===== src/rtl/stmf_pkg.sv =====
`default_nettype none
// ----------------------------------------------------------------------------
// stmf_pkg
// Shared types and fixed constants of the sliding trimmed-mean filter.
// ----------------------------------------------------------------------------
package stmf_pkg;

  // Sample format: signed 16-bit fixed point.
  localparam int SAMPLE_W = 16;

  typedef logic signed [SAMPLE_W-1:0] sample_t;

endpackage : stmf_pkg
`default_nettype wire


===== src/rtl/stmf_ram.sv =====
`default_nettype none
// ----------------------------------------------------------------------------
// stmf_ram
// Generic simple dual-port RAM: one write port, one read port with a
// registered read.
// ----------------------------------------------------------------------------
module stmf_ram #(
  parameter int WIDTH = 16,
  parameter int DEPTH = 16
) (
  input  logic                       clk,
  input  logic                       we,
  input  logic [$clog2(DEPTH)-1:0]   waddr,
  input  logic [WIDTH-1:0]           wdata,
  input  logic [$clog2(DEPTH)-1:0]   raddr,
  output logic [WIDTH-1:0]           rdata
);

  logic [WIDTH-1:0] mem [DEPTH];

  always_ff @(posedge clk) begin
    if (we) begin
      mem[waddr] <= wdata;
    end
    rdata <= mem[raddr];
  end

endmodule : stmf_ram
`default_nettype wire


===== src/rtl/stmf_div.sv =====
`default_nettype none
// ----------------------------------------------------------------------------
// stmf_div
// Floor division of a signed sum by a constant through a reciprocal multiply,
// biased sum then product registered. The result is valid while done is high.
// ----------------------------------------------------------------------------
module stmf_div #(
  parameter int DIVISOR = 8,
  parameter int SUM_W   = 19
) (
  input  logic                    clk,
  input  logic                    rst,
  input  logic                    start,
  input  logic signed [SUM_W-1:0] dividend,
  output logic                    done,
  output stmf_pkg::sample_t       quotient
);
  import stmf_pkg::*;

  // Bias the sum by DIVISOR * 2**15 so it is never negative. The floor
  // quotient of the biased sum is then offset by 2**15, which flipping its
  // top bit removes. The reciprocal is rounded up and exact for every
  // SUM_W-bit unsigned value.
  localparam int     DIV_W   = $clog2(DIVISOR);
  localparam int     SHIFT   = SUM_W + DIV_W;
  localparam int     RECIP_W = SUM_W + 1;
  localparam int     PROD_W  = SUM_W + RECIP_W;
  localparam longint RECIP   =
    ((longint'(1) << SHIFT) + longint'(DIVISOR) - longint'(1)) / longint'(DIVISOR);
  localparam logic [RECIP_W-1:0] RECIP_V = RECIP_W'(RECIP);
  localparam logic [SUM_W-1:0]   BIAS    = SUM_W'(longint'(DIVISOR) << (SAMPLE_W - 1));

  logic                stage1;
  logic [SUM_W-1:0]    biased;
  logic [PROD_W-1:0]   prod;
  logic [SAMPLE_W-1:0] q;

  always_ff @(posedge clk) begin
    if (rst) begin
      stage1 <= 1'b0;
      done   <= 1'b0;
    end else begin
      stage1 <= start;
      done   <= stage1;
    end
  end

  always_ff @(posedge clk) begin
    if (start) begin
      biased <= $unsigned(dividend) + BIAS;
    end
    if (stage1) begin
      prod <= PROD_W'(biased) * PROD_W'(RECIP_V);
    end
  end

  assign q        = prod[SHIFT +: SAMPLE_W];
  assign quotient = sample_t'({~q[SAMPLE_W-1], q[SAMPLE_W-2:0]});

endmodule : stmf_div
`default_nettype wire


===== src/rtl/sliding_trimmed_mean_filter.sv =====
`default_nettype none
// ----------------------------------------------------------------------------
// sliding_trimmed_mean_filter
// Sliding-window filter: median of the samples so far while the window
// fills, then the floor mean of the KEEP central samples of the window.
// ----------------------------------------------------------------------------
// Each accepted item is one signed 16-bit sample; each item gives exactly one
// result. Until WINDOW samples have arrived the result is the median (element
// k/2 of the sorted first k+1 samples) with window_full low; from then on each
// sample replaces the oldest one and the result is the floor mean of the KEEP
// central sorted samples, with window_full high. Two RAMs hold the state: one
// keeps samples in arrival order, the other keeps the window sorted. Per item
// one streaming pass reads the sorted RAM, drops the oldest sample, merges the
// new one in and writes it back. The full-window mean then goes through a
// reciprocal multiply that floor-divides the sum by the clamped KEEP. A new
// sample is accepted only once the previous item's result has reached the
// output register. A finished result waits in the output register and does
// not stop the next item from being accepted. No clearing pass is needed
// after reset.
// ----------------------------------------------------------------------------
module sliding_trimmed_mean_filter #(
  parameter int WINDOW = 16,
  parameter int KEEP   = 8
) (
  input  logic               clk,
  input  logic               rst,
  input  logic               in_valid,
  output logic               in_ready,
  input  stmf_pkg::sample_t  sample,
  output logic               out_valid,
  input  logic               out_ready,
  output stmf_pkg::sample_t  filtered,
  output logic               window_full
);
  import stmf_pkg::*;

  // Effective trimmed count, clamped to the window, and its sorted start.
  localparam int EK    = (KEEP > WINDOW) ? WINDOW : KEEP;
  localparam int START = (WINDOW - EK) / 2;
  localparam int AW    = $clog2(WINDOW);
  localparam int CW    = $clog2(WINDOW + 2);
  localparam int SUM_W = SAMPLE_W + $clog2(EK);

  localparam logic [2:0] S_IDLE   = 3'd0;
  localparam logic [2:0] S_MERGE  = 3'd1;
  localparam logic [2:0] S_DSTART = 3'd2;
  localparam logic [2:0] S_DWAIT  = 3'd3;
  localparam logic [2:0] S_RES    = 3'd4;

  logic [2:0]              state;
  logic [CW-1:0]           t;          // pass cycle counter
  logic [AW-1:0]           pos;        // next arrival slot to write
  logic                    filled;
  logic                    rem_flag;   // oldest sample already dropped
  logic                    ins_flag;   // new sample already merged in

  logic                    full_now;
  sample_t                 nv;         // new sample of the current item
  sample_t                 old_val;    // oldest sample, to be dropped
  sample_t                 prev;
  sample_t                 cur;
  logic signed [SUM_W-1:0] acc;
  sample_t                 res;

  sample_t                 rd_arrival;
  sample_t                 rd_sorted;
  logic [SAMPLE_W-1:0]     rd_arrival_raw;
  logic [SAMPLE_W-1:0]     rd_sorted_raw;

  logic                    step_valid;
  logic [CW-1:0]           j;
  logic [CW-1:0]           n_u;
  logic                    has_j;
  logic                    step_last;
  logic                    rem_here;
  logic                    ins_here;
  sample_t                 u_j;
  sample_t                 u_jm1;
  sample_t                 t_val;
  logic                    sum_en;
  logic                    med_en;

  logic                    div_done;
  sample_t                 div_quot;

  assign in_ready = (state == S_IDLE);

  // --------------------------------------------------------------------------
  // Arrival-order store: read the oldest slot on accept, overwrite it with
  // the new sample in the first pass cycle.
  // --------------------------------------------------------------------------
  stmf_ram #(
    .WIDTH (SAMPLE_W),
    .DEPTH (WINDOW)
  ) u_arrival_ram (
    .clk   (clk),
    .we    ((state == S_MERGE) && (t == '0)),
    .waddr (pos),
    .wdata (nv),
    .raddr (pos),
    .rdata (rd_arrival_raw)
  );
  assign rd_arrival = sample_t'(rd_arrival_raw);

  // --------------------------------------------------------------------------
  // Sorted store: read entry t each cycle, write back entry t-2. The write
  // trails the read by two entries, so a sorted entry is never overwritten
  // before it has been read.
  // --------------------------------------------------------------------------
  stmf_ram #(
    .WIDTH (SAMPLE_W),
    .DEPTH (WINDOW)
  ) u_sorted_ram (
    .clk   (clk),
    .we    (step_valid),
    .waddr (j[AW-1:0]),
    .wdata (t_val),
    .raddr (t[AW-1:0]),
    .rdata (rd_sorted_raw)
  );
  assign rd_sorted = sample_t'(rd_sorted_raw);

  // --------------------------------------------------------------------------
  // Merge step j: prev, cur and rd_sorted hold sorted entries j-1, j, j+1.
  // U is the old list with the oldest sample dropped; the new list takes
  // U[j] until the new sample fits, then the new sample, then U[j-1].
  // --------------------------------------------------------------------------
  assign step_valid = (state == S_MERGE) && (t >= CW'(2));
  assign j          = t - CW'(2);
  assign n_u        = full_now ? CW'(WINDOW - 1) : CW'(pos);
  assign has_j      = j < n_u;
  assign step_last  = step_valid && (j == n_u);

  assign rem_here = full_now && !rem_flag && (cur == old_val);
  assign u_j      = (rem_flag || rem_here) ? rd_sorted : cur;
  assign u_jm1    = rem_flag ? cur : prev;

  always_comb begin
    ins_here = 1'b0;
    if (ins_flag) begin
      t_val = u_jm1;
    end else if (has_j && (u_j < nv)) begin
      t_val = u_j;
    end else begin
      t_val    = nv;
      ins_here = 1'b1;
    end
  end

  // Pick the median in fill phase, sum the central span once full.
  assign med_en = step_valid && !full_now && (j == CW'(pos >> 1));
  assign sum_en = step_valid && full_now &&
                  (j >= CW'(START)) && (j < CW'(START + EK));

  stmf_div #(
    .DIVISOR (EK),
    .SUM_W   (SUM_W)
  ) u_div (
    .clk      (clk),
    .rst      (rst),
    .start    (state == S_DSTART),
    .dividend (acc),
    .done     (div_done),
    .quotient (div_quot)
  );

  // --------------------------------------------------------------------------
  // Control
  // --------------------------------------------------------------------------
  always_ff @(posedge clk) begin
    if (rst) begin
      state     <= S_IDLE;
      t         <= '0;
      pos       <= '0;
      filled    <= 1'b0;
      rem_flag  <= 1'b0;
      ins_flag  <= 1'b0;
      out_valid <= 1'b0;
    end else begin
      // Drop the held result once taken; a new one below overrides.
      if (out_valid && out_ready) begin
        out_valid <= 1'b0;
      end
      case (state)
        S_IDLE: begin
          if (in_valid) begin
            t        <= '0;
            rem_flag <= 1'b0;
            ins_flag <= 1'b0;
            state    <= S_MERGE;
          end
        end
        S_MERGE: begin
          t <= t + CW'(1);
          if (step_valid) begin
            rem_flag <= rem_flag | rem_here;
            ins_flag <= ins_flag | ins_here;
          end
          if (step_last) begin
            // Advance the arrival slot; mark the window full after the last
            // fill slot.
            pos <= (pos == AW'(WINDOW - 1)) ? '0 : pos + AW'(1);
            if (pos == AW'(WINDOW - 1)) begin
              filled <= 1'b1;
            end
            state <= full_now ? S_DSTART : S_RES;
          end
        end
        S_DSTART: begin
          state <= S_DWAIT;
        end
        S_DWAIT: begin
          if (div_done) begin
            state <= S_RES;
          end
        end
        S_RES: begin
          // Hold until the output register is free.
          if (!out_valid || out_ready) begin
            out_valid <= 1'b1;
            state     <= S_IDLE;
          end
        end
        default: begin
          state <= S_IDLE;
        end
      endcase
    end
  end

  // --------------------------------------------------------------------------
  // Datapath
  // --------------------------------------------------------------------------
  always_ff @(posedge clk) begin
    if (state == S_IDLE && in_valid) begin
      nv       <= sample;
      full_now <= filled;
      acc      <= '0;
    end
    if (state == S_MERGE) begin
      prev <= cur;
      cur  <= rd_sorted;
      if (t == '0) begin
        old_val <= rd_arrival;
      end
      if (sum_en) begin
        acc <= acc + SUM_W'(t_val);
      end
      if (med_en) begin
        res <= t_val;
      end
    end
    if (state == S_DWAIT && div_done) begin
      res <= div_quot;
    end
    if (state == S_RES && (!out_valid || out_ready)) begin
      filtered    <= res;
      window_full <= full_now;
    end
  end

  // --------------------------------------------------------------------------
  // Assertions
  // --------------------------------------------------------------------------
  a_oldest_dropped: assert property (@(posedge clk) disable iff (rst)
    (step_last && full_now) |-> (rem_flag || rem_here))
    else $error("oldest sample not found in sorted store");

  a_new_merged: assert property (@(posedge clk) disable iff (rst)
    step_last |-> (ins_flag || ins_here))
    else $error("new sample not merged by end of pass");

  a_div_owned: assert property (@(posedge clk) disable iff (rst)
    div_done |-> (state == S_DWAIT))
    else $error("divider finished outside its wait state");

  a_filled_sticky: assert property (@(posedge clk) disable iff (rst)
    filled |=> filled)
    else $error("window full flag fell");

endmodule : sliding_trimmed_mean_filter
`default_nettype wire

===== config.mk =====
export PLATFORM = sky130hd
export DESIGN_NAME = sliding_trimmed_mean_filter
export DESIGN_NICKNAME = d
export VERILOG_FILES = /design/src/rtl/stmf_pkg.sv /design/src/rtl/stmf_ram.sv /design/src/rtl/stmf_div.sv /design/src/rtl/sliding_trimmed_mean_filter.sv
export SDC_FILE = /design/constraint.sdc
export NUM_CORES = 1
export LEC_CHECK = 0
export BUFFER_PORTS_ARGS = -buffer_cell sky130_fd_sc_hd__buf_4
export CAP_MARGIN = 0
export CORE_UTILIZATION = 60
export DETAILED_ROUTE_END_ITERATION = 10
export HOLD_SLACK_MARGIN = 0.15
export PLACE_DENSITY = 0.76
export SYNTH_ARGS = -nofsm -noshare
export SYNTH_HDL_FRONTEND = slang
export SYNTH_SLANG_ARGS = --single-unit

===== constraint.sdc =====
create_clock -name clk -period 15.65 [get_ports clk]
set_input_delay 2.3475 -clock clk [delete_from_list [all_inputs] [get_ports clk]]
set_output_delay 2.3475 -clock clk [all_outputs]
set_load 0.005 [all_outputs]

# Yosys cells after proc, flatten, opt, wreduce, memory -nomap -nowiden
# Memories as Yosys holds them, arrays and structs flattened. A register that Yosys moved wholly into a read port is not among the register bits.
# Index checks and enable logic that the tools add are counted.
[word_totals] ff_bits=173 latch_bits=0 ram_bits=512 mem_bits_ro=0 in_bits=20 out_inout_bits=19 wordCells=114 mem_count=2
[mem_list] name="u_arrival_ram.mem" depth=16 word_bits=16 read_ports=1 rd_ports_with_merged_regs=1 write_ports=1 line="stmf_ram.sv:19" text="logic [WIDTH-1:0] mem [DEPTH];"
[mem_list] name="u_sorted_ram.mem" depth=16 word_bits=16 read_ports=1 rd_ports_with_merged_regs=1 write_ports=1 line="stmf_ram.sv:19"
[op_classes] add_sub_neg=5 multipliers=0 n_div=0 order_cmp=5 n_eq_ne=13 n_shift=0 n_mux=34 n_bitwise=3 n_reduce_logical=32
[op_table] operator="16-bit two-way mux" count=7
[op_table] operator="19-bit two-way mux" count=3
[op_table] operator="19-bit by 16-bit adder with 19-bit output" count=1
[op_table] operator="19-bit adder (second input constant)" count=1
[op_table] operator="16-bit equality test" count=1
[op_table] operator="16-bit less-than comparator" count=1
[op_table] operator="1-bit logical AND" count=15
[op_table] operator="3-bit two-way mux" count=5
[op_table] operator="3-bit case mux with 5 select lines" count=1
[op_table] operator="1-bit two-way mux" count=12
[op_table] operator="5-bit case mux with 2 select lines" count=1
[op_table] operator="4-bit two-way mux" count=2
[op_table] operator="2-bit != test (second input constant)" count=4
[op_table] operator="2-bit AND reduction" count=4
[op_table] operator="3-bit by 2-bit equality test with 1-bit output (second input constant)" count=2
[op_table] operator="3-bit AND reduction" count=2
[op_table] operator="2-bit nonzero test" count=3
[op_table] operator="5-bit by 1-bit adder with 5-bit output (second input constant)" count=1
[op_table] operator="5-bit by 3-bit equality test with 1-bit output" count=1
[op_table] operator="5-bit by 4-bit equality test with 1-bit output" count=1
[op_table] operator="5-bit by 2-bit >= comparator with 1-bit output (second input constant)" count=1
[op_table] operator="5-bit by 3-bit >= comparator with 1-bit output (second input constant)" count=1
[op_table] operator="5-bit logical NOT" count=1
[op_table] operator="5-bit by 4-bit less-than comparator with 1-bit output" count=1
[op_table] operator="15 further kinds" count=20

# Longest topological paths before layout
# Gate-level depths: netlist of run 1.
[depth] word_depth=12 ltp_mapped=28 mapped_depth_nobuf=27

# Hierarchy
# A second synthesis of run 1 with hierarchy kept.
[hier_totals] cells_unflattened=1492 hier_area_um2=28068.2
[modules_own_cells] module="stmf_ram" n_inst=2 cells_each=432 area_each_um2=10043.4 seq_area_each_um2=8007.7
[modules_own_cells] module="sliding_trimmed_mean_filter" n_inst=1 cells_each=575 area_each_um2=6847.8 seq_area_each_um2=3643.5
[modules_own_cells] module="stmf_div" n_inst=1 cells_each=53 area_each_um2=1133.6 seq_area_each_um2=1001.0

# Worst setup path before layout of run 1
# OpenSTA, ideal clock, no wires.
[synth_timing] path_type="register to register" from="reg cur[15]" to="reg acc[17]" setup_ns=0.129 arrival_ns=6.275 required_ns=15.521 path_slack_ns=9.246 path_stages_with_launch=29 path_buffers=2 synth_period_minus_slack_ns=6.404 path_cell_list="edfxtp_1 > xnor2_1 > nand4_1 > nor2_1 > a21oi_2 > buf_2 > mux2_2 > ha_1 > and4_4 > a31oi_1 > o21ai_1 > a2111oi_4 > nand3_1 > o21ai_2 > nand2_4 > buf_6 > mux2i_1 > o21ai_1 > ha_1 > a21o_1 > a21o_1 > a2111oi_2 > or3_1 > a31oi_1 > a221o_1 > a21oi_1 > o21ai_0 > xnor2_1 > o21ai_0"
[synth_via] elab_chain_cells=11 word_cells_on_any_way=12 cone_classes="add/sub: 1; order compare: 1; eq/ne: 1; mux: 6; reduce/logical: 3"
[synth_rtl] element="start: declaration" line="sliding_trimmed_mean_filter.sv:61" text="sample_t cur;"
[synth_rtl] element="start signal: assignment" line="sliding_trimmed_mean_filter.sv:242" text="cur <= rd_sorted;"
[synth_rtl] element="16-bit equality test" line="sliding_trimmed_mean_filter.sv:134" text="assign rem_here = full_now && !rem_flag && (cur == old_val);"
[synth_rtl] element="1-bit logical AND" line="sliding_trimmed_mean_filter.sv:134"
[synth_rtl] element="1-bit logical OR" line="sliding_trimmed_mean_filter.sv:135" text="assign u_j = (rem_flag || rem_here) ? rd_sorted : cur;"
[synth_rtl] element="16-bit two-way mux *" line="sliding_trimmed_mean_filter.sv:135"
[synth_rtl] element="16-bit less-than comparator" line="sliding_trimmed_mean_filter.sv:142" text="end else if (has_j && (u_j < nv)) begin"
[synth_rtl] element="1-bit logical AND" line="sliding_trimmed_mean_filter.sv:142"
[synth_rtl] element="16-bit two-way mux *" line="sliding_trimmed_mean_filter.sv:142"
[synth_rtl] element="16-bit two-way mux *" line="sliding_trimmed_mean_filter.sv:140" text="if (ins_flag) begin"
[synth_rtl] element="via t_val[1]" line="sliding_trimmed_mean_filter.sv:79" text="sample_t t_val;"
[synth_rtl] element="19-bit by 16-bit adder with 19-bit output *" line="sliding_trimmed_mean_filter.sv:247" text="acc <= acc + SUM_W'(t_val);"
[synth_rtl] element="19-bit two-way mux *" line="sliding_trimmed_mean_filter.sv:246" text="if (sum_en) begin"
[synth_rtl] element="19-bit two-way mux *" line="sliding_trimmed_mean_filter.sv:240" text="if (state == S_MERGE) begin"
[synth_rtl] element="end signal: assignment" line="sliding_trimmed_mean_filter.sv:247"
[synth_rtl] element="end: declaration" line="sliding_trimmed_mean_filter.sv:62" text="logic signed [SUM_W-1:0] acc;"
# Mark *: on every way through the listed nets, which the timed path passes. The rest lies on a longest branch.
# A chain may end at the register's enable or synchronous reset.

# Worst setup path after layout of run 1
[layout_timing] from="reg cur[15]" to="reg acc[18]"
# The elaborated chain is that of the path after synthesis.

==> results of run 1 <==
-- flip-flops by register name, summed over array words and instances, names as in the netlist, 3 cells and up --
| name | cells |
|---|---|
| state | 3 |
| nv | 16 |
| u_arrival_ram.mem | 256 |
| t | 5 |
| u_arrival_ram.rdata | 16 |
| u_div.prod | 16 |
| u_div.biased | 16 |
| pos | 4 |
| u_sorted_ram.rdata | 16 |
| res | 16 |
| filtered | 16 |
| acc | 19 |
| cur | 16 |
| old_val | 16 |
| prev | 16 |
| u_sorted_ram.mem | 256 |
-- synth_stat cells, types with 8 or more instances --
| master | n | area share |
|---|---|---|
| nand3_1 | 34 | 0.0061 |
| inv_1 | 31 | 0.0042 |
| nor3_1 | 13 | 0.0023 |
| a21oi_1 | 30 | 0.0054 |
| o21ai_0 | 35 | 0.0063 |
| nor2b_1 | 10 | 0.0022 |
| nand4_1 | 9 | 0.0020 |
| nand2b_1 | 8 | 0.0018 |
| and2_1 | 15 | 0.0034 |
| mux4_2 | 160 | 0.13 |
| buf_1 | 9 | 0.0012 |
| edfxtp_1 | 642 | 0.69 |
| a21o_1 | 12 | 0.0032 |
| mux2i_1 | 19 | 0.0068 |
| mux2_2 | 47 | 0.019 |
| xor2_1 | 11 | 0.0034 |
| o21ai_1 | 10 | 0.0018 |
| nand2_1 | 42 | 0.0056 |
| ha_1 | 48 | 0.021 |
| nor2_1 | 42 | 0.0056 |
| xnor2_1 | 25 | 0.0078 |
| dfxtp_1 | 69 | 0.049 |
| clkbuf_1 | 45 | 0.0060 |
-- worst max-delay path: cells and delay by family (launching register included) --
family / cells / cell delay [ps]
AND/OR/NAND/NOR: 7 / 980
buffers and inverters: 1 / 210
flip-flops: 1 / 440
XOR/XNOR: 1 / 180
adder cells (fa/ha/maj): 3 / 1000
AO/OA/AOI/OAI: 12 / 3090
multiplexers: 4 / 1070
-- worst min-delay path by stage --
stage,from,to,cells after the start
global route,u_div.biased[13],u_div.prod[32],0
finish,u_div.biased[11],u_div.prod[30],0
global placement,u_arrival_ram.rdata[13],old_val[13],0
detailed placement,u_arrival_ram.rdata[10],old_val[10],0
CTS,res[15],filtered[15],0
floorplan,u_arrival_ram.rdata[0],old_val[0],0
-- power groups by stage --
stage | registers [W] | logic (W) | clock network [W]
2_1_floorplan | 0.00215 | 0.000104 | 0
5_1_grt | 0.00214 | 0.000163 | 0.00173
3_5_place_dp | 0.00217 | 0.000151 | 0
3_3_place_gp | 0.00217 | 0.000147 | 0
4_1_cts | 0.00213 | 0.000152 | 0.00167
6_report | 0.00213 | 0.000152 | 0.00165
-- stage by stage --
step	setup slack [ps]	cells
2_1_floorplan	9250	1426
3_3_place_gp	8810	2050
3_5_place_dp	8630	2050
4_1_cts	8610	2176
5_1_grt	8070	2176
6_report	8560	2176
-- routing by layer --
metal  wire length (um)  up-vias  track usage
met5                 13        -            0
met4               1770        2       0.0874
met3               3980      113       0.0484
met2              30500      547        0.437
met1              24400     7148        0.359
li1                   -     5939            -
-- logic make-up after synthesis --
kind of cell,synth area share
simple gates,0.0350
fa+ha+maj,0.0222
buf+inv,0.0133
compound gates,0.0246
mux,0.155
flops,0.739
xor+xnor,0.0113
-- cell type report --
| class | instances | area (sq um) | share of cell area |
|---|---|---|---|
| inverters | 33 | 124 | 0.00394 |
| well taps | 600 | 751 | 0.0239 |
| repair buffers | 86 | 646 | 0.0206 |
| flip-flops and latches | 711 | 20700 | 0.658 |
| clock buffers | 97 | 2000 | 0.0635 |
| clock inverters | 29 | 259 | 0.00824 |
| multi-input cells | 620 | 6970 | 0.222 |
==> results.yml, run 1 <==
route:
  viasPerCell: 6.32
  wirelength_um: 60700
  ant_nets: 0
  wire_per_inst_um: 27.9
  drt_iter0_markers: 1683
  drt_pre_antenna_iters: 5
  drcViolationCount: 0
  via_count: 13700
setup_path:
  reg2reg_from: "cur[15]"
  critPathLaunch: "cur[15]"
  r2r-end: "acc[18]"
  cp_max_fo: 18
  reg2reg_slack_ps: 8560
  slowest_stage: "a21oi_2"
  cp-endpoint: "acc[18]"
  crit_arrival_ps: 7570
  critPathKind: "reg -> reg"
  worstRegToRegCells: 28
  cp-end-kind: "flop"
  slowest_delay_ps: 850
  required_ps: 16130
  setup.worst_path.start_class: "flop"
  crit_path_frequent_cell: "nor2_1"
floorplanning:
  start_util: 0.612
  num_io_pins: 39
  dieArea_sq_um: 47500
  die_w_um: 218
  die_height_um: 218
  rows: 78
  coreArea_sq_um: 45700
status:
  run_status: "completed"
synth:
  yosysSeqAreaShare: 0.739
  syn_inst: 1426
  synth_ff_type: "edfxtp_1"
  syn_nets: 1495
  synth_cell_types: 54
  ys_ff_latch: 711
  synth_edf_count: 642
  synth_area_per_cell_sq_um: 19.6
  ys_warn_count: 0
  netlist_area_sq_um: 28000
  ys_async_sr_fraction: 0
timing:
  slew_headroom: 0.184
  clock_skew_ps: 20.6
  grt_setup_unrepaired: "no"
  slew_viol_final: 0
  hold_ws_ps: 417
  tightest_slew_ps: 1220
  hold_viol: 0
  finalSetupTns_ps: 0
  fin_crit_sh: 0.453
  max_freq_ghz: 0.141
  finalSetupViolCount: 0
  layout_min_cycle_time_ps: 7090
power_and_ir_drop:
  p_total_w: 0.00394
  leakagePower_nw: 10.3
  power_density_nw_per_um2: 125
  netSwitchingFraction: 0.206
  pwr-share-comb: 0.039
  ir_worst_vdd_v: 0.000115
  p_seq_frac: 0.542
  internal_power_w: 0.00313
  p_sw_w: 0.000810
  clockPowerShare: 0.419
cts:
  clockBufferDepth: 3
  cts_setup_buffers: 0
  clk_latency_ps: 610
  cts_hold_buf: 0
  cts_sinks: 711
  cts_inserted_buffers: 69
  cts_max_level: 3
  cts_root_buf: "clkbuf_16"
  cts_resized: 0
  cts_tree: "done"
  cts.clk_slew.worst_paths_ps: 60
placement:
  place_congestion: 0.870
  post-dp-hpwl_um: 34000
  place_area_sq_um: 29200
  io_buffers: 38
layout:
  utilization: 0.688
  layout_common_cells: "edfxtp_1, mux4_2, buf_4"
  layout-drive-gt1-share: 0.270
  nFillCells: 2813
  final_common_cell: "edfxtp_1"
  postLayoutCellArea_sq_um: 31400
  syn_to_final_growth_pct: 12.3
  diodes: 0
  final_nets: 1590
flow_run:
  cap_violations: 0
global_route:
  grt_use_total: 0.264
  grt_pass1_wl_um: 89400
  grt_overflow: 0
  antenna_found_initial: 2
  grt_start_max_net_pins: 73
  grt_pass1_vias: 14100
hold_path:
  hp-class: "reg -> reg"
(Power assumes the default switching activity.)
==> run 2, diff against run 1 <==
--- a/config.mk
+++ b/config.mk
@@ -7,10 +7,10 @@
 export LEC_CHECK = 0
 export BUFFER_PORTS_ARGS = -buffer_cell sky130_fd_sc_hd__buf_4
 export CAP_MARGIN = 0
-export CORE_UTILIZATION = 60
+export CORE_UTILIZATION = 56
 export DETAILED_ROUTE_END_ITERATION = 10
 export HOLD_SLACK_MARGIN = 0.15
-export PLACE_DENSITY = 0.76
+export PLACE_DENSITY = 0.75
 export SYNTH_ARGS = -nofsm -noshare
 export SYNTH_HDL_FRONTEND = slang
 export SYNTH_SLANG_ARGS = --single-unit
==> constraint.sdc (replaced) <==
create_clock -name clk -period 6.1 [get_ports clk]
set_input_delay 0.915 -clock clk [delete_from_list [all_inputs] [get_ports clk]]
set_output_delay 0.915 -clock clk [all_outputs]
set_load 0.005 [all_outputs]
==> results.yml, run 2 (synthesized netlist as in run 1, its figures left out) <==
cts:
  clockBufferDepth: 3
  cts_tree: "done"
  cts_max_level: 3
  cts_root_buf: "clkbuf_16"
  cts_inserted_buffers: 70
  clk_latency_ps: 620
  cts.clk_slew.worst_paths_ps: 60
  cts_hold_buf: 0
  cts_sinks: 711
timing:
  hold_viol: 0
  finalSetupTns_ps: 0
  fin_crit_sh: 0.978
  tightest_slew_ps: 1340
  max_freq_ghz: 0.168
  slew_viol_final: 0
  layout_min_cycle_time_ps: 5970
  slew_headroom: 0.108
  finalSetupViolCount: 0
  clock_skew_ps: 20.0
hold_path:
  hp-class: "reg -> reg"
  min_from: "u_div.biased[12]"
  holdPathStages: 0
  hold_end: "u_div.prod[31]"
global_route:
  grt_pass1_vias: 14300
  antenna_found_initial: 0
  grt_start_max_net_pins: 71
  grt_pass1_wl_um: 92100
  grt_use_total: 0.257
  grt_overflow: 0
route:
  viasPerCell: 6.12
  drt_pre_antenna_iters: 5
  drcViolationCount: 0
  ant_nets: 0
  via_count: 14100
  wirelength_um: 63300
  wire_per_inst_um: 27.4
  drt_iter0_markers: 1461
floorplanning:
  coreArea_sq_um: 49200
  rows: 81
  die_w_um: 226
  num_io_pins: 39
  die_height_um: 226
  start_util: 0.569
  dieArea_sq_um: 50900
setup_path:
  cp-end-kind: "flop"
  slowest_stage: "edfxtp_1"
  required_ps: 6580
  worst-path-buf-inv: 3
  reg2reg_slack_ps: 130
  reg2reg_from: "cur[6]"
  r2r-end: "acc[15]"
  cp_max_fo: 8
  crit_path_frequent_cell: "o21ai_2"
  critical_path.top_delay_family: "compound AO/OA/AOI/OAI gates"
  slowest_delay_ps: 430
  worstRegToRegCells: 27
  crit_arrival_ps: 6440
  setup.worst_path.start_class: "flop"
  critPathKind: "reg -> reg"
placement:
  place_congestion: 0.888
  place_area_sq_um: 29600
  io_buffers: 38
  post-dp-hpwl_um: 36900
layout:
  postLayoutCellArea_sq_um: 32200
  syn_to_final_growth_pct: 14.9
  nFillCells: 3173
  layout_common_cells: "edfxtp_1, mux4_2, buf_4"
  layout-drive-gt1-share: 0.315
  diodes: 0
  reg.largest.list: "u_arrival_ram.mem (256), u_sorted_ram.mem (256), acc (19)"
  final_common_cell: "edfxtp_1"
  final_nets: 1655
power_and_ir_drop:
  power_density_nw_per_um2: 313
  leakagePower_nw: 10.7
  ir_worst_vdd_v: 0.000279
flow_run:
  cap_violations: 0
status:
  run_status: "completed"
[run 2: layout make-up]
type,count,area (sq um),area share
flip-flops and latches,711,20700,0.643
clock buffers,100,1980,0.0615
inverters,33,124,0.00385
well taps,664,831,0.0258
clock inverters,28,234,0.00728
repair buffers,150,1140,0.0355
multi-input cells,620,7170,0.223
[run 2: metal layers]
layer	up-vias	global-route usage	routed length, um
met1	7285	0.333	24400
met4	0	0.0948	2120
met5	-	0	0
met2	605	0.434	32400
li1	6059	-	-
met3	157	0.0493	4300
[run 2: worst max-delay path by stage]
stage          slack [ps]      end  cells after the start    start
2_1_floorplan          20  acc[18]                     28  cur[15]
3_3_place_gp          -70  acc[18]                     28  cur[13]
3_5_place_dp         -200  acc[18]                     28  cur[13]
4_1_cts                10  acc[18]                     28   cur[6]
5_1_grt              -120  acc[18]                     28   cur[6]
6_report              130  acc[15]                     27   cur[6]
[run 2: power breakdown]
group | internal, W | switching (W)
clock | 0.00240 | 0.00176
combinational | 0.000196 | 0.000266
sequential | 0.00539 | 0.0000561
[run 2: through the flow]
step,std cells,util,setup WS [ps],total power [W],hold slack (ps)
detailed placement,2162,0.603,-202,0.00599,405
CTS,2292,0.648,11.0,0.0101,417
floorplan,1426,-,24.4,0.00580,386
global route,2306,0.654,-119,0.0104,419
finish,2306,0.654,134,0.0101,416
global placement,2162,0.603,-70.4,0.00597,402
[run 2: worst register-to-register path, stage by stage (launching register included)]
cell       delay, ps
edfxtp_1         430
xnor2_1          200
nand4_1          180
nor3_4           280
a21oi_4          100
buf_4            170
mux2_2           280
ha_1             290
and4_4           210
a31oi_4          170
o21ai_2           90
a2111oi_4        370
nand3_1          140
o21ai_2          220
nand2_4          110
buf_12           180
mux2i_1          130
o21ai_2          260
ha_4             260
a21o_1           230
a2111oi_4        370
or3_4            220
a31oi_4           90
a221o_1          360
a21oi_2          150
buf_4            130
xor2_1           130
o21ai_0           80
[run 2: repair_timing]
item	in CTS	in global routing
gates resized for setup	3	34
pin swaps	1	25
setup endpoints to repair	4	7
buffers inserted	2	14
==> run 3, diff against run 2 <==
--- a/config.mk
+++ b/config.mk
@@ -6,11 +6,12 @@
 export NUM_CORES = 1
 export LEC_CHECK = 0
 export BUFFER_PORTS_ARGS = -buffer_cell sky130_fd_sc_hd__buf_4
-export CAP_MARGIN = 0
-export CORE_UTILIZATION = 56
+export CAP_MARGIN = 20
+export CORE_UTILIZATION = 59
+export CTS_BUF_LIST = sky130_fd_sc_hd__clkbuf_4
 export DETAILED_ROUTE_END_ITERATION = 10
 export HOLD_SLACK_MARGIN = 0.15
-export PLACE_DENSITY = 0.75
+export PLACE_DENSITY = 0.78
 export SYNTH_ARGS = -nofsm -noshare
 export SYNTH_HDL_FRONTEND = slang
 export SYNTH_SLANG_ARGS = --single-unit
==> results.yml, run 3 (synthesized netlist as in run 1, its figures left out) <==
global_route:
  grt_use_total: 0.268
  antenna_found_initial: 3
  grt_pass1_vias: 15300
  grt_pass1_wl_um: 92500
  grt_start_max_net_pins: 71
  grt_overflow: 0
setup_path:
  critPathLaunch: "cur[3]"
  cp-endpoint: "acc[17]"
  reg2reg_from: "cur[3]"
  critPathKind: "reg -> reg"
  required_ps: 6840
  worstRegToRegCells: 27
  r2r-end: "acc[17]"
  cp_max_fo: 10
  cp-end-kind: "flop"
  crit_arrival_ps: 6710
  reg2reg_slack_ps: 130
  setup.worst_path.start_class: "flop"
timing:
  max_freq_ghz: 0.168
  tightest_slew_ps: 1180
  slew_headroom: 0.211
  clock_skew_ps: 48.8
  hold_viol: 0
  layout_min_cycle_time_ps: 5970
  finalSetupViolCount: 0
  slew_viol_final: 0
  fin_crit_sh: 0.978
cts:
  cts_inserted_buffers: 170
  clk_latency_ps: 900
  cts_max_level: 4
  cts_tree: "done"
  cts_sinks: 711
  cts.clk_slew.worst_paths_ps: 60
  clockBufferDepth: 3
  cts_root_buf: "clkbuf_4"
floorplanning:
  start_util: 0.600
  die_height_um: 220
  dieArea_sq_um: 48300
  coreArea_sq_um: 46700
  num_io_pins: 39
  die_w_um: 220
  rows: 79
power_and_ir_drop:
  power_density_nw_per_um2: 304
  leakagePower_nw: 11.0
  p_total_w: 0.00983
  ir_worst_vdd_v: 0.000226
layout:
  final_nets: 1772
  syn_to_final_growth_pct: 15.7
  postLayoutCellArea_sq_um: 32400
  utilization: 0.694
  seq_area_sq_um: 20700
  reg.largest.list: "u_arrival_ram.mem (256), u_sorted_ram.mem (256), acc (19)"
  final_common_cell: "edfxtp_1"
  multi_input_area_sq_um: 7200
  layout-drive-gt1-share: 0.380
  nFillCells: 2875
  layout_common_cells: "edfxtp_1, clkbuf_4, mux4_2"
placement:
  io_buffers: 38
  post-dp-hpwl_um: 37000
  place_area_sq_um: 29600
  place_congestion: 0.901
route:
  ant_nets: 0
  viasPerCell: 6.08
  drcViolationCount: 2
  via_count: 14900
  drt_iter0_markers: 1542
  wirelength_um: 62900
  wire_per_inst_um: 25.6
  drt_pre_antenna_iters: 8
status:
  run_status: "complete, but fails checks"
  violations: "DRC"
hold_path:
  hp-class: "in -> reg"
flow_run:
  cap_violations: 0
[run 3: cell types whose count changed in the layout (fill, tap and decap cells not counted), sizes merged]
cell and delta:
clkbuf +159, clkinv +25, dlygate4sd3 +14, diode +4, buf +3, clkinvlp +2, inv +1
[run 3: what timing repair did]
item / 4_1_cts / 5_1_grt
hold buffers: 10 / 4
hold endpoints to repair: 10 / 4
endpoints found under the setup margin: 4 / 7
setup buffers: 4 / 9
pin swaps: 6 / 19
resized for setup: 4 / 32
[run 3: layer usage]
metal / GRT usage / share of wire
met5: 0 / 0
met1: 0.349 / 0.38
met3: 0.0592 / 0.078
met2: 0.438 / 0.50
met4: 0.117 / 0.034
[run 3: how the worst min path moves through the flow]
| stage | slack (ps) | startpoint | cells after the start | end |
|---|---|---|---|---|
| floorplan | 390 | u_arrival_ram.rdata[0] | 0 | old_val[0] |
| global placement | 400 | u_arrival_ram.rdata[0] | 0 | old_val[0] |
| detailed placement | 390 | u_arrival_ram.rdata[0] | 0 | old_val[0] |
| CTS | 150 | sample[1] | 1 | nv[1] |
| global route | 140 | sample[0] | 1 | nv[0] |
| finish | 230 | sample[7] | 1 | nv[7] |
[run 3: per-stage QoR]
stage | std cells | hold slack, ps | setup slack [ps] | TNS, ps
floorplan | 1426 | 386 | 24.4 | 0
global placement | 2108 | 401 | -20.2 | -20.2
detailed placement | 2108 | 390 | -177 | -524
CTS | 2437 | 153 | -0.735 | -0.735
global route | 2457 | 136 | -93.6 | -259
finish | 2457 | 233 | 132 | 0
[run 3: critical path: stages (launching register included)]
cell and delay [ps]:
edfxtp_1 460, xnor2_2 190, nand3_2 140, nor3_4 270, a21oi_4 90, buf_12 150, buf_4 140, mux2_2 290
ha_1 280, and3_1 180, and3_4 190, a2111oi_4 330, nand3_1 130, o21ai_2 220, nand2_4 100, mux2i_2 200
o21ai_4 230, ha_1 270, a21o_1 190, a21o_1 220, a2111oi_4 350, or3_4 220, a31oi_2 100, a221o_1 360
a21oi_2 160, o21ai_1 120, xnor2_1 140, o21ai_0 80
[run 3: area by class of cell]
cell class / count / share of cell area
clock buffer: 259 / 0.0601
sequential: 711 / 0.639
tap: 607 / 0.0235
multi-input combinational: 620 / 0.222
clock inverter: 56 / 0.00958
antenna: 4 / 0.000309
timing repair buffer: 167 / 0.0419
inverter: 33 / 0.00383
[run 3: report_power, final]
part           internal, W  switching [W]  leakage, nW
combinational     0.000204       0.000267         3.29
sequential         0.00539      0.0000552         6.38
clock              0.00207        0.00185         1.34
